<file path="src/rtl/core/mbcs_pkg.sv">
package mbcs_pkg;

	localparam int unsigned TIME_WIDTH_DEF = 64;
	localparam int unsigned NOW_WIDTH      = 64;
	localparam int unsigned CFG_WIDTH      = 32;
	localparam int unsigned CFG_IDX_WIDTH  = 8;
	localparam int unsigned BURST_WIDTH    = 32;
	localparam int unsigned FRAME_WIDTH    = 16;
	localparam int unsigned IN_DATA_WIDTH  = 64;
	localparam int unsigned IN_USER_WIDTH  = 1;
	localparam int unsigned OUT_DATA_WIDTH = 48;
	localparam int unsigned OUT_USER_WIDTH = 4;

	localparam logic [CFG_WIDTH-1:0] BURST_DURATION_RST     = 32'd2000;
	localparam logic [CFG_WIDTH-1:0] BURST_INTERVAL_RST     = 32'd250;
	localparam logic [CFG_WIDTH-1:0] ACTIVE_INTERVAL_RST    = 32'd5000;
	localparam logic [CFG_WIDTH-1:0] INACTIVITY_TIMEOUT_RST = 32'd30000;

	typedef enum logic [CFG_IDX_WIDTH-1:0] {
		REG_BURST_DURATION     = 8'd0,
		REG_BURST_INTERVAL     = 8'd1,
		REG_ACTIVE_INTERVAL    = 8'd2,
		REG_INACTIVITY_TIMEOUT = 8'd3
	} reg_index_t;

	typedef struct packed {
		logic [CFG_WIDTH-1:0] burst_duration;
		logic [CFG_WIDTH-1:0] burst_interval;
		logic [CFG_WIDTH-1:0] active_interval;
		logic [CFG_WIDTH-1:0] inactivity_timeout;
	} cfg_t;

	typedef struct packed {
		logic                   capture;
		logic                   is_burst_frame;
		logic [BURST_WIDTH-1:0] burst_id;
		logic [FRAME_WIDTH-1:0] frame_in_burst;
		logic                   activity_is_open;
		logic                   order_error;
	} res_t;

endpackage

</file>
<file path="src/rtl/core/mbcs_cfg.sv">
module mbcs_cfg (
	input  logic                                clk,
	input  logic                                arst_n,
	input  logic                                wr_en,
	input  logic [mbcs_pkg::CFG_IDX_WIDTH-1:0]  wr_index,
	input  logic [mbcs_pkg::CFG_WIDTH-1:0]      wr_data,
	output mbcs_pkg::cfg_t                      cfg
);
	import mbcs_pkg::*;

	cfg_t cfg_q;

	always_ff @(posedge clk or negedge arst_n) begin
		if (!arst_n) begin
			cfg_q.burst_duration     <= BURST_DURATION_RST;
			cfg_q.burst_interval     <= BURST_INTERVAL_RST;
			cfg_q.active_interval    <= ACTIVE_INTERVAL_RST;
			cfg_q.inactivity_timeout <= INACTIVITY_TIMEOUT_RST;
		end else if (wr_en) begin
			// drop writes to indexes beyond the register list
			unique case (reg_index_t'(wr_index))
				REG_BURST_DURATION:     cfg_q.burst_duration     <= wr_data;
				REG_BURST_INTERVAL:     cfg_q.burst_interval     <= wr_data;
				REG_ACTIVE_INTERVAL:    cfg_q.active_interval    <= wr_data;
				REG_INACTIVITY_TIMEOUT: cfg_q.inactivity_timeout <= wr_data;
				default: ;
			endcase
		end
	end

	assign cfg = cfg_q;

endmodule

</file>
<file path="src/rtl/core/mbcs_core.sv">
module mbcs_core #(
	parameter int unsigned TIME_WIDTH = mbcs_pkg::TIME_WIDTH_DEF
) (
	input  logic                  clk,
	input  logic                  arst_n,
	input  logic                  step,
	input  logic [TIME_WIDTH-1:0] t,
	input  logic                  motion,
	input  mbcs_pkg::cfg_t        cfg,
	output mbcs_pkg::res_t        res
);
	import mbcs_pkg::*;

	function automatic logic [TIME_WIDTH-1:0] sat_add(input logic [TIME_WIDTH-1:0] a,
	                                                   input logic [CFG_WIDTH-1:0] b);
		logic [TIME_WIDTH:0] sum;
		sum = {1'b0, a} + {{(TIME_WIDTH + 1 - CFG_WIDTH){1'b0}}, b};
		return sum[TIME_WIDTH] ? {TIME_WIDTH{1'b1}} : sum[TIME_WIDTH-1:0];
	endfunction

	logic                   seen_q,  seen_d;
	logic [TIME_WIDTH-1:0]  last_seen_q, last_seen_d;
	logic                   act_q,   act_d;
	logic [TIME_WIDTH-1:0]  last_motion_q, last_motion_d;
	logic [BURST_WIDTH-1:0] burst_cnt_q, burst_cnt_d;
	logic [FRAME_WIDTH-1:0] frame_cnt_q, frame_cnt_d;
	logic [TIME_WIDTH-1:0]  burst_end_q, burst_end_d;
	logic [TIME_WIDTH-1:0]  next_burst_q, next_burst_d;
	logic [TIME_WIDTH-1:0]  next_active_q, next_active_d;

	logic [TIME_WIDTH-1:0]  t_plus_dur, t_plus_bint, t_plus_aint, end_plus_aint, quiet_limit;
	logic [TIME_WIDTH-1:0]  burst_end_e, next_active_e;
	logic [FRAME_WIDTH-1:0] frame_inc;
	logic                   order_err, new_burst;

	assign t_plus_dur    = sat_add(t, cfg.burst_duration);
	assign t_plus_bint   = sat_add(t, cfg.burst_interval);
	assign t_plus_aint   = sat_add(t, cfg.active_interval);
	assign end_plus_aint = sat_add(t_plus_dur, cfg.active_interval);
	assign quiet_limit   = sat_add(last_motion_q, cfg.inactivity_timeout);
	assign frame_inc     = (frame_cnt_q != {FRAME_WIDTH{1'b1}}) ? frame_cnt_q + 1'b1 : frame_cnt_q;

	assign order_err     = seen_q && (t < last_seen_q);
	assign new_burst     = motion && (!act_q || (t > burst_end_q));
	// motion inside the window pushes its end out
	assign burst_end_e   = motion ? t_plus_dur    : burst_end_q;
	assign next_active_e = motion ? end_plus_aint : next_active_q;

	always_comb begin
		seen_d        = seen_q;
		last_seen_d   = last_seen_q;
		act_d         = act_q;
		last_motion_d = last_motion_q;
		burst_cnt_d   = burst_cnt_q;
		frame_cnt_d   = frame_cnt_q;
		burst_end_d   = burst_end_q;
		next_burst_d  = next_burst_q;
		next_active_d = next_active_q;
		res           = '0;

		if (order_err) begin
			res.order_error = 1'b1;
		end else begin
			seen_d      = 1'b1;
			last_seen_d = t;
			if (motion) begin
				last_motion_d = t;
			end
			if (new_burst) begin
				act_d              = 1'b1;
				burst_cnt_d        = burst_cnt_q + 1'b1;
				frame_cnt_d        = {{(FRAME_WIDTH-1){1'b0}}, 1'b1};
				burst_end_d        = t_plus_dur;
				next_burst_d       = t_plus_bint;
				next_active_d      = end_plus_aint;
				res.capture        = 1'b1;
				res.is_burst_frame = 1'b1;
				res.burst_id       = burst_cnt_q + 1'b1;
			end else begin
				burst_end_d   = burst_end_e;
				next_active_d = next_active_e;
				if (act_q) begin
					if (!motion && (t >= quiet_limit)) begin
						act_d = 1'b0;
					end else if ((t <= burst_end_e) && (t >= next_burst_q)) begin
						next_burst_d       = t_plus_bint;
						frame_cnt_d        = frame_inc;
						res.capture        = 1'b1;
						res.is_burst_frame = 1'b1;
						res.burst_id       = burst_cnt_q;
						res.frame_in_burst = frame_cnt_q;
					end else if ((t > burst_end_e) && (t >= next_active_e)) begin
						next_active_d = t_plus_aint;
						res.capture   = 1'b1;
						res.burst_id  = burst_cnt_q;
					end
				end
			end
		end
		res.activity_is_open = act_d;
	end

	always_ff @(posedge clk or negedge arst_n) begin
		if (!arst_n) begin
			seen_q        <= 1'b0;
			last_seen_q   <= '0;
			act_q         <= 1'b0;
			last_motion_q <= '0;
			burst_cnt_q   <= '0;
			frame_cnt_q   <= '0;
			burst_end_q   <= '0;
			next_burst_q  <= '0;
			next_active_q <= '0;
		end else if (step) begin
			seen_q        <= seen_d;
			last_seen_q   <= last_seen_d;
			act_q         <= act_d;
			last_motion_q <= last_motion_d;
			burst_cnt_q   <= burst_cnt_d;
			frame_cnt_q   <= frame_cnt_d;
			burst_end_q   <= burst_end_d;
			next_burst_q  <= next_burst_d;
			next_active_q <= next_active_d;
		end
	end

endmodule

</file>
<file path="src/rtl/core/motion_burst_capture_scheduler_unit.sv">
// Channel  Direction  Handshake            Payload
// s_*      in         s_tvalid/s_tready    tdata now_ms, tuser detected
// m_*      out        m_tvalid/m_tready    tdata burst_id, frame_in_burst; tuser flags
// cfg_*    in         cfg_valid/cfg_ready  cfg_index, cfg_data
//
// One observation per cycle sustained while the output is not stalled; a result is offered once it
// has passed the input register, then one pass through the scheduler logic into the result register.
// The scheduler state updates in the cycle the observation moves into the result register.
// Reset is asynchronous: state clears, registers return to their defaults, no warm-up pass.
// A stalled output holds the result register and the input register behind it; input
// is still taken while the input register is empty or draining.
module motion_burst_capture_scheduler_unit #(
	parameter int unsigned TIME_WIDTH = mbcs_pkg::TIME_WIDTH_DEF
) (
	input  logic                                 clk,
	input  logic                                 arst_n,
	input  logic                                 s_tvalid,
	output logic                                 s_tready,
	input  logic [mbcs_pkg::IN_DATA_WIDTH-1:0]   s_tdata,  // [63:0] now_ms
	input  logic [mbcs_pkg::IN_USER_WIDTH-1:0]   s_tuser,  // [0] detected
	output logic                                 m_tvalid,
	input  logic                                 m_tready,
	output logic [mbcs_pkg::OUT_DATA_WIDTH-1:0]  m_tdata,  // [31:0] burst_id, [47:32] frame_in_burst
	output logic [mbcs_pkg::OUT_USER_WIDTH-1:0]  m_tuser,  // [0] capture, [1] is_burst_frame,
	                                                       // [2] activity_is_open, [3] order_error
	input  logic                                 cfg_valid,
	output logic                                 cfg_ready,
	input  logic [mbcs_pkg::CFG_IDX_WIDTH-1:0]   cfg_index,
	input  logic [mbcs_pkg::CFG_WIDTH-1:0]       cfg_data
);
	import mbcs_pkg::*;

	cfg_t                  cfg;
	res_t                  res, res_s2;
	logic                  valid_s1, valid_s2;
	logic [TIME_WIDTH-1:0] time_s1;
	logic                  motion_s1;
	logic                  adv_s1;

	assign cfg_ready = 1'b1;

	mbcs_cfg u_cfg (
		.clk      (clk),
		.arst_n   (arst_n),
		.wr_en    (cfg_valid && cfg_ready),
		.wr_index (cfg_index),
		.wr_data  (cfg_data),
		.cfg      (cfg)
	);

	assign adv_s1   = valid_s1 && (!valid_s2 || m_tready);
	assign s_tready = !valid_s1 || adv_s1;

	always_ff @(posedge clk or negedge arst_n) begin
		if (!arst_n) begin
			valid_s1 <= 1'b0;
		end else if (s_tvalid && s_tready) begin
			valid_s1 <= 1'b1;
		end else if (adv_s1) begin
			valid_s1 <= 1'b0;
		end
	end

	always_ff @(posedge clk) begin
		if (s_tvalid && s_tready) begin
			time_s1   <= s_tdata[TIME_WIDTH-1:0];
			motion_s1 <= s_tuser[0];
		end
	end

	mbcs_core #(
		.TIME_WIDTH (TIME_WIDTH)
	) u_core (
		.clk    (clk),
		.arst_n (arst_n),
		.step   (adv_s1),
		.t      (time_s1),
		.motion (motion_s1),
		.cfg    (cfg),
		.res    (res)
	);

	always_ff @(posedge clk or negedge arst_n) begin
		if (!arst_n) begin
			valid_s2 <= 1'b0;
		end else if (adv_s1) begin
			valid_s2 <= 1'b1;
		end else if (m_tready) begin
			valid_s2 <= 1'b0;
		end
	end

	always_ff @(posedge clk) begin
		if (adv_s1) begin
			res_s2 <= res;
		end
	end

	assign m_tvalid = valid_s2;
	assign m_tdata  = {res_s2.frame_in_burst, res_s2.burst_id};
	assign m_tuser  = {res_s2.order_error, res_s2.activity_is_open,
	                   res_s2.is_burst_frame, res_s2.capture};

`ifndef ASSERT_OFF
	a_full_stall_blocks_input: assert property (@(posedge clk) disable iff (!arst_n)
		(valid_s1 && valid_s2 && !m_tready) |-> !s_tready)
		else $error("input taken while both stages are stalled");

	a_transfer_loads_s1: assert property (@(posedge clk) disable iff (!arst_n)
		(s_tvalid && s_tready) |=> valid_s1)
		else $error("accepted observation lost before the input register");

	a_capture_needs_activity: assert property (@(posedge clk) disable iff (!arst_n)
		(valid_s2 && res_s2.capture) |-> res_s2.activity_is_open)
		else $error("capture reported with activity closed");

	a_reject_is_quiet: assert property (@(posedge clk) disable iff (!arst_n)
		(valid_s2 && res_s2.order_error) |-> (!res_s2.capture && res_s2.burst_id == '0))
		else $error("rejected observation produced a capture");

	a_step_fills_output: assert property (@(posedge clk) disable iff (!arst_n)
		adv_s1 |=> valid_s2)
		else $error("scheduler step without a result");
`endif

endmodule

</file>
<file path="config.mk">
export PLATFORM = sky130hd
export DESIGN_NAME = motion_burst_capture_scheduler_unit
export DESIGN_NICKNAME = d
export VERILOG_FILES = /design/src/rtl/core/mbcs_pkg.sv /design/src/rtl/core/mbcs_cfg.sv /design/src/rtl/core/mbcs_core.sv /design/src/rtl/core/motion_burst_capture_scheduler_unit.sv
export SDC_FILE = /design/constraint.sdc
export NUM_CORES = 2
export LEC_CHECK = 0
export CAP_MARGIN = 5
export CORE_MARGIN = 2
export CORE_UTILIZATION = 65
export CTS_BUF_LIST = sky130_fd_sc_hd__clkbuf_4 sky130_fd_sc_hd__clkbuf_8
export DETAILED_ROUTE_END_ITERATION = 10
export DONT_BUFFER_PORTS = 1
export GPL_TIMING_DRIVEN = 0
export PLACE_DENSITY = 0.83
export SLEW_MARGIN = 20
export SYNTH_ARGS = -nofsm -noshare
export SYNTH_HDL_FRONTEND = slang
export SYNTH_HIERARCHICAL = 1
export SYNTH_SLANG_ARGS = --single-unit
export TNS_END_PERCENT = 100
</file>
<file path="constraint.sdc">
create_clock -name clk -period 19.9 [get_ports clk]
set_input_delay 0.995 -clock clk [delete_from_list [all_inputs] [get_ports clk]]
set_output_delay 0.995 -clock clk [all_outputs]
set_load 0.03 [all_outputs]
</file>
Word-level counts from Yosys, hierarchy flattened
Cells that the tools add are included.
Widths: inputs -> output; s select.
Storage, ports and cells
  flip-flop bits (word level): 617
  output and inout port bits: 55
  word-level logic and storage cells: 115
Operators by class
  add/subtract/negate cells: 7
  magnitude comparators: 7
  equal/unequal tests: 5
  muxes and demuxes: 40
  bitwise operators: 3
  reductions and logical operators: 30
Operators with widths (number)
  $mux 64: 17
  $add 64x32->65: 5
  $ge 64x64->1: 3
  $gt 64x64->1: 2
  $mux 50: 2
  $mux 16: 6
  $le 64x64->1: 1
  $lt 64x64->1: 1
  $mux 32: 2
  $mux 34: 1
  $add 32x1->32 const B: 1
  $add 16x1->16 const B: 1
  $eq 8x2->1 const B: 2
  $ne 16x16->1 const B: 1
  $mux 1: 12
  $reduce_and 2->1: 5
  $reduce_bool 2->1: 5
  $eq 8x1->1 const B: 1
  $logic_not 8->1: 1
  $logic_and 1x1->1: 7
  $reduce_and 3->1: 2
  $reduce_and 6->1: 1
  $reduce_and 5->1: 1
  $reduce_or 5->1: 1
  other kinds (4): 11

Depth between registers and ports, before layout
  depth after elaboration: 12
  gate-level depth with buffers: 44
  depth with buffers taken out: 39

Cells and area by module
The synthesis kept the hierarchy.
By module, submodules not included
  mbcs_core: times used 1, cells each 4878, area each 38861.0 µm², seq. area each 9258.9 µm²
  mbcs_cfg: times used 1, cells each 275, area each 4803.4 µm², seq. area each 3233.1 µm²
  motion_burst_capture_scheduler_unit: times used 1, cells each 127, area each 3628.5 µm², seq. area each 3563.4 µm²

Worst setup path after synthesis
Ideal clock, no wire load.
  path type: register to register
  start: register time_s1[0]
  end: register u_core.next_active_q[43]
  arrival: 9447 ps
  slack: 10327 ps
  stages on the path, launching flop included: 40
  buffers on the path: 6
  clock period less this slack: 9573 ps
  path through: edfxtp_1 -> ha_1 -> fa_1 -> a211oi_1 -> o21ai_0 -> o21a_1 -> o211a_1 -> o31ai_1 -> clkbuf_1 -> clkbuf_1 -> clkbuf_1 -> buf_1 -> nand2_1 -> ha_1 -> o211ai_1 -> o21ai_0 -> o311ai_0 -> a31oi_1 -> [... 4 more ...] -> or3_1 -> a21o_1 -> a21oi_1 -> a21oi_1 -> ha_1 -> and4_1 -> and3_1 -> o21ai_0 -> o21a_1 -> o221a_2 -> a311o_1 -> clkbuf_1 -> a21oi_1 -> clkbuf_1 -> nand2_1 -> a31oi_1 -> a21oi_1 -> a221o_1
Between the ends
  cells in the longest elaborated chain, start to end: 12
  elaborated cells on any way between the ends: 28
  those cells by class: 3 x add/sub; 7 x order compare; 10 x mux; 1 x bitwise; 7 x reduce/logical
Ends and longest elaborated chain
  start: declaration: RTL line motion_burst_capture_scheduler_unit.sv:36  | logic [TIME_WIDTH-1:0] time_s1;
  start signal: assignment: RTL line motion_burst_capture_scheduler_unit.sv:66  | time_s1 <= s_tdata[TIME_WIDTH-1:0];
  $add 64x32->65: RTL line mbcs_core.sv:17  | sum = {1'b0, a} + {{(TIME_WIDTH + 1 - CFG_WIDTH){1'b0}}, b};
  $mux 64: RTL line mbcs_core.sv:18  | return sum[TIME_WIDTH] ? {TIME_WIDTH{1'b1}} : sum[TIME_WIDTH-1:0];
  $add 64x32->65: RTL line mbcs_core.sv:17
  $mux 64: RTL line mbcs_core.sv:18
  $mux 64: RTL line mbcs_core.sv:47  | assign next_active_e = motion ? end_plus_aint : next_active_q;
  $ge 64x64->1: RTL line mbcs_core.sv:92  | end else if ((t > burst_end_e) && (t >= next_active_e)) begin
  $logic_and 1x1->1: RTL line mbcs_core.sv:92
  $mux 64: RTL line mbcs_core.sv:92
  $mux 64: RTL line mbcs_core.sv:85  | end else if ((t <= burst_end_e) && (t >= next_burst_q)) begin
  $mux 64: RTL line mbcs_core.sv:83  | if (!motion && (t >= quiet_limit)) begin
  $mux 64: RTL line mbcs_core.sv:82  | if (act_q) begin
  $mux 64: RTL line mbcs_core.sv:69  | if (new_burst) begin
  end signal: assignment: RTL line mbcs_core.sv:123  | next_active_q <= next_active_d;
  end: declaration: RTL line mbcs_core.sv:29  | logic [TIME_WIDTH-1:0] next_active_q, next_active_d;
Several ways; a longest one is shown, not always the timed one.
A chain may end at the register's enable or synchronous reset.

Worst setup path after layout
  start: register time_s1[1]
  end: register u_core.next_active_q[42]
Same word-level chain as after synthesis.

==> impl_metrics.env <==
export IMPL_die_area_um2=74930
export IMPL_status="finished with violations"
export IMPL_synthesis_area_um2=47290
export IMPL_ant_nets=0
export IMPL_maxCapViolations=0
export IMPL_cts_sinks=617
export IMPL_power_leakage_uw=0.02362
export IMPL_drt_iter0_markers=6491
export IMPL_synth_seq_area_share=0.3395
export IMPL_row_count=98
export IMPL_async_flop_share=0.8104
export IMPL_grt_pass1_wl_um=272100
export IMPL_area_growth_syn_to_layout_pct=8.138
export IMPL_syn_inst=5280
export IMPL_postCtsResizedCells=0
export IMPL_path_common_cell="clkbuf_1"
export IMPL_irDropWorstVdd_uv=96.12
export IMPL_synth_distinct_cells=103
export IMPL_fin_tns_setup_ps=0
export IMPL_wl_per_cell_um=29.02
export IMPL_io_pins=165
export IMPL_violations="design-rule violations"
export IMPL_path_class="flip-flop to flip-flop"
export IMPL_drc=22
export IMPL_fp_dieH_um=273.7
export IMPL_firstDrtPassIters=11
export IMPL_crit_fanout=12
export IMPL_slowest_stage="clkbuf_1"
export IMPL_cts_buffers=110
export IMPL_htreeDepth=3
export IMPL_max_stage_delay_ps=940
export IMPL_io_buffers=0
export IMPL_critPathArrivalTime_ps=15830
export IMPL_finalCriticalPeriod_ps=15230
export IMPL_p_total_uw=5583
export IMPL_coreArea_um2=71730
export IMPL_start_util=0.6593
export IMPL_final_hold_violation_count=0
export IMPL_clk_pin_slew_ps=70
export IMPL_required_ps=20500
export IMPL_ys_seq_elements=617
export IMPL_hold_class="input port to asynchronous set/reset pin"
export IMPL_layout_common_cells="ha_1, nand2_1, dfrtp_1"
export IMPL_post_drt_via_cell_ratio=7.037
export IMPL_routed_wl_um=187100
export IMPL_dr_total_vias=45380
export IMPL_avgSynthCellArea_um2=8.957
export IMPL_cts_tree="built"
export IMPL_reg2reg_depth=40
export IMPL_nets=6061
export IMPL_fin_skew_ps=59.14
export IMPL_dp_hpwl_um=136900
export IMPL_root_buffer="clkbuf_8"
export IMPL_yosysWarnings=6
export IMPL_globalplace_congestion=1.087
export IMPL_layout_drive_gt1_share=0.09975
export IMPL_slew_viol_final=0
export IMPL_synth_edff_count=117
export IMPL_die_w_um=273.7
export IMPL_cp_start_kind="flip-flop"
export IMPL_grt_max_degree=416
export IMPL_grt_pass1_vias=43270
export IMPL_cts_buffer_depth=3
export IMPL_tightest_slew_ps=1397
export IMPL_power_density_nw_per_um2=109.2
export IMPL_end_kind="flip-flop"
export IMPL_fmax_mhz=65.64
export IMPL_gr_usage_all_layers=0.4900
export IMPL_fin_crit_sh=0.7655
export IMPL_relSlewSlack=0.06839
export IMPL_grt_overflow_total=0
export IMPL_layout_commonest_cell="ha_1"
export IMPL_clk_latency_ps=780
export IMPL_setup_viol=0
export IMPL_ys_flop_type="dfrtp_1"
export IMPL_rsz0062_at_grt="false"
export IMPL_antenna_found_initial=5
export IMPL_syn_nets=5940
## layer usage
metal | routed length (um) | GRT usage
met1 | 67450 | 0.5937
met5 | 0 | 0
met3 | 24880 | 0.1647
met2 | 77290 | 0.7158
met4 | 17520 | 0.3832
## path summary, 6_finish.rpt
path	from	slack, ps	endpoint
setup / recovery	time_s1[1]	4670	u_core/next_active_q[42]
hold / removal	arst_n	50	u_core/last_seen_q[54]
setup reg to reg	time_s1[1]	4670	u_core/next_active_q[42]
hold reg to reg	u_core/next_burst_q[0]	480	u_core/next_burst_q[0]
max in group asynchronous	arst_n	18210	u_core/next_burst_q[7]
min in group clk	s_tdata[11]	310	time_s1[11]
## area by class of cell
class,count,area [um2]
fill,5539,20590
clock inverter,36,337.8
tap,950,1189
sequential,617,16060
antenna,5,12.51
multi-input combinational,4163,29340
inverter,267,1002
timing repair buffer,9,183.9
clock buffer,169,2044
buffer,233,977.2
## cells by family after synthesis
| family | share of synthesized area |
|---|---|
| muxes | 0.05799 |
| adders and majority gates | 0.1463 |
| and+or+nand+nor | 0.1572 |
| xor gates and xnor gates | 0.05574 |
| DFF | 0.3395 |
| AOI/OAI and AO/OA | 0.2018 |
| other | 0.00007929 |
| buffers and inverters | 0.04143 |
## registers in the layout, indices dropped and copies added (netlist names), 4 cells and up
name / cells
m_tdata: 48
m_tuser: 4
time_s1: 64
u_cfg/cfg: 128
u_core/burst_cnt_q: 32
u_core/burst_end_q: 64
u_core/frame_cnt_q: 16
u_core/last_motion_q: 64
u_core/last_seen_q: 64
u_core/next_active_q: 64
u_core/next_burst_q: 64
## stage by stage
stage / cell area (um2) / hold slack (ps) / worst slack [ps] / instances / utilization
global route: 51130 / 35.92 / 4816 / 6446 / 0.7129
global placement: 48480 / 448.3 / 5302 / 6230 / 0.6759
floorplan: 47290 / 425.8 / 10330 / 5280 / -
finish: 51140 / 52.19 / 4666 / 6449 / 0.7130
detailed placement: 48550 / 464.8 / 5417 / 6233 / 0.6769
CTS: 50990 / 78.90 / 5391 / 6440 / 0.7108
## Yosys cell counts, types with 34 or more instances
cell | number | area, um2
ha_1 | 545 | 6819
nand2_1 | 490 | 1839
dfrtp_1 | 476 | 11910
o21ai_0 | 467 | 2337
a21oi_1 | 405 | 2027
nor2_1 | 356 | 1336
inv_1 | 266 | 998.5
xnor2_1 | 193 | 1690
mux2_2 | 188 | 2117
clkbuf_1 | 168 | 630.6
a21o_1 | 165 | 1239
nand3_1 | 125 | 625.6
nand4_1 | 122 | 763.2
edfxtp_1 | 117 | 3513
xor2_1 | 108 | 945.9
nor3_1 | 85 | 425.4
a31oi_1 | 75 | 469.2
and3_1 | 64 | 400.4
mux2i_1 | 58 | 580.6
nand2b_1 | 55 | 344.1
and2_1 | 49 | 306.5
o211ai_1 | 44 | 330.3
o21a_1 | 37 | 277.8
a211oi_1 | 35 | 262.8
nor2b_1 | 34 | 212.7
## worst max-delay path: cells and delay by family (launching register included)
family | cells | cell delay [ps]
AO/OA/AOI/OAI | 18 | 6260
buffers and inverters | 8 | 4420
AND/OR/NAND/NOR | 11 | 2520
adder cells (fa/ha/maj) | 3 | 1160
flip-flops | 1 | 690
## power by group
| part | leakage (uW) | switching [uW] | internal [uW] |
|---|---|---|---|
| Clock | 0.00128 | 580 | 722 |
| Combinational | 0.0149 | 1470 | 872 |
| Sequential | 0.00743 | 293 | 1650 |
| Total | 0.0236 | 2340 | 3240 |
## repair_timing
action,CTS,global route
buffers inserted,0,0
hold buffers,2,0
hold endpoints to repair,415,0
No activity file was read; power rests on OpenSTA's default activity.
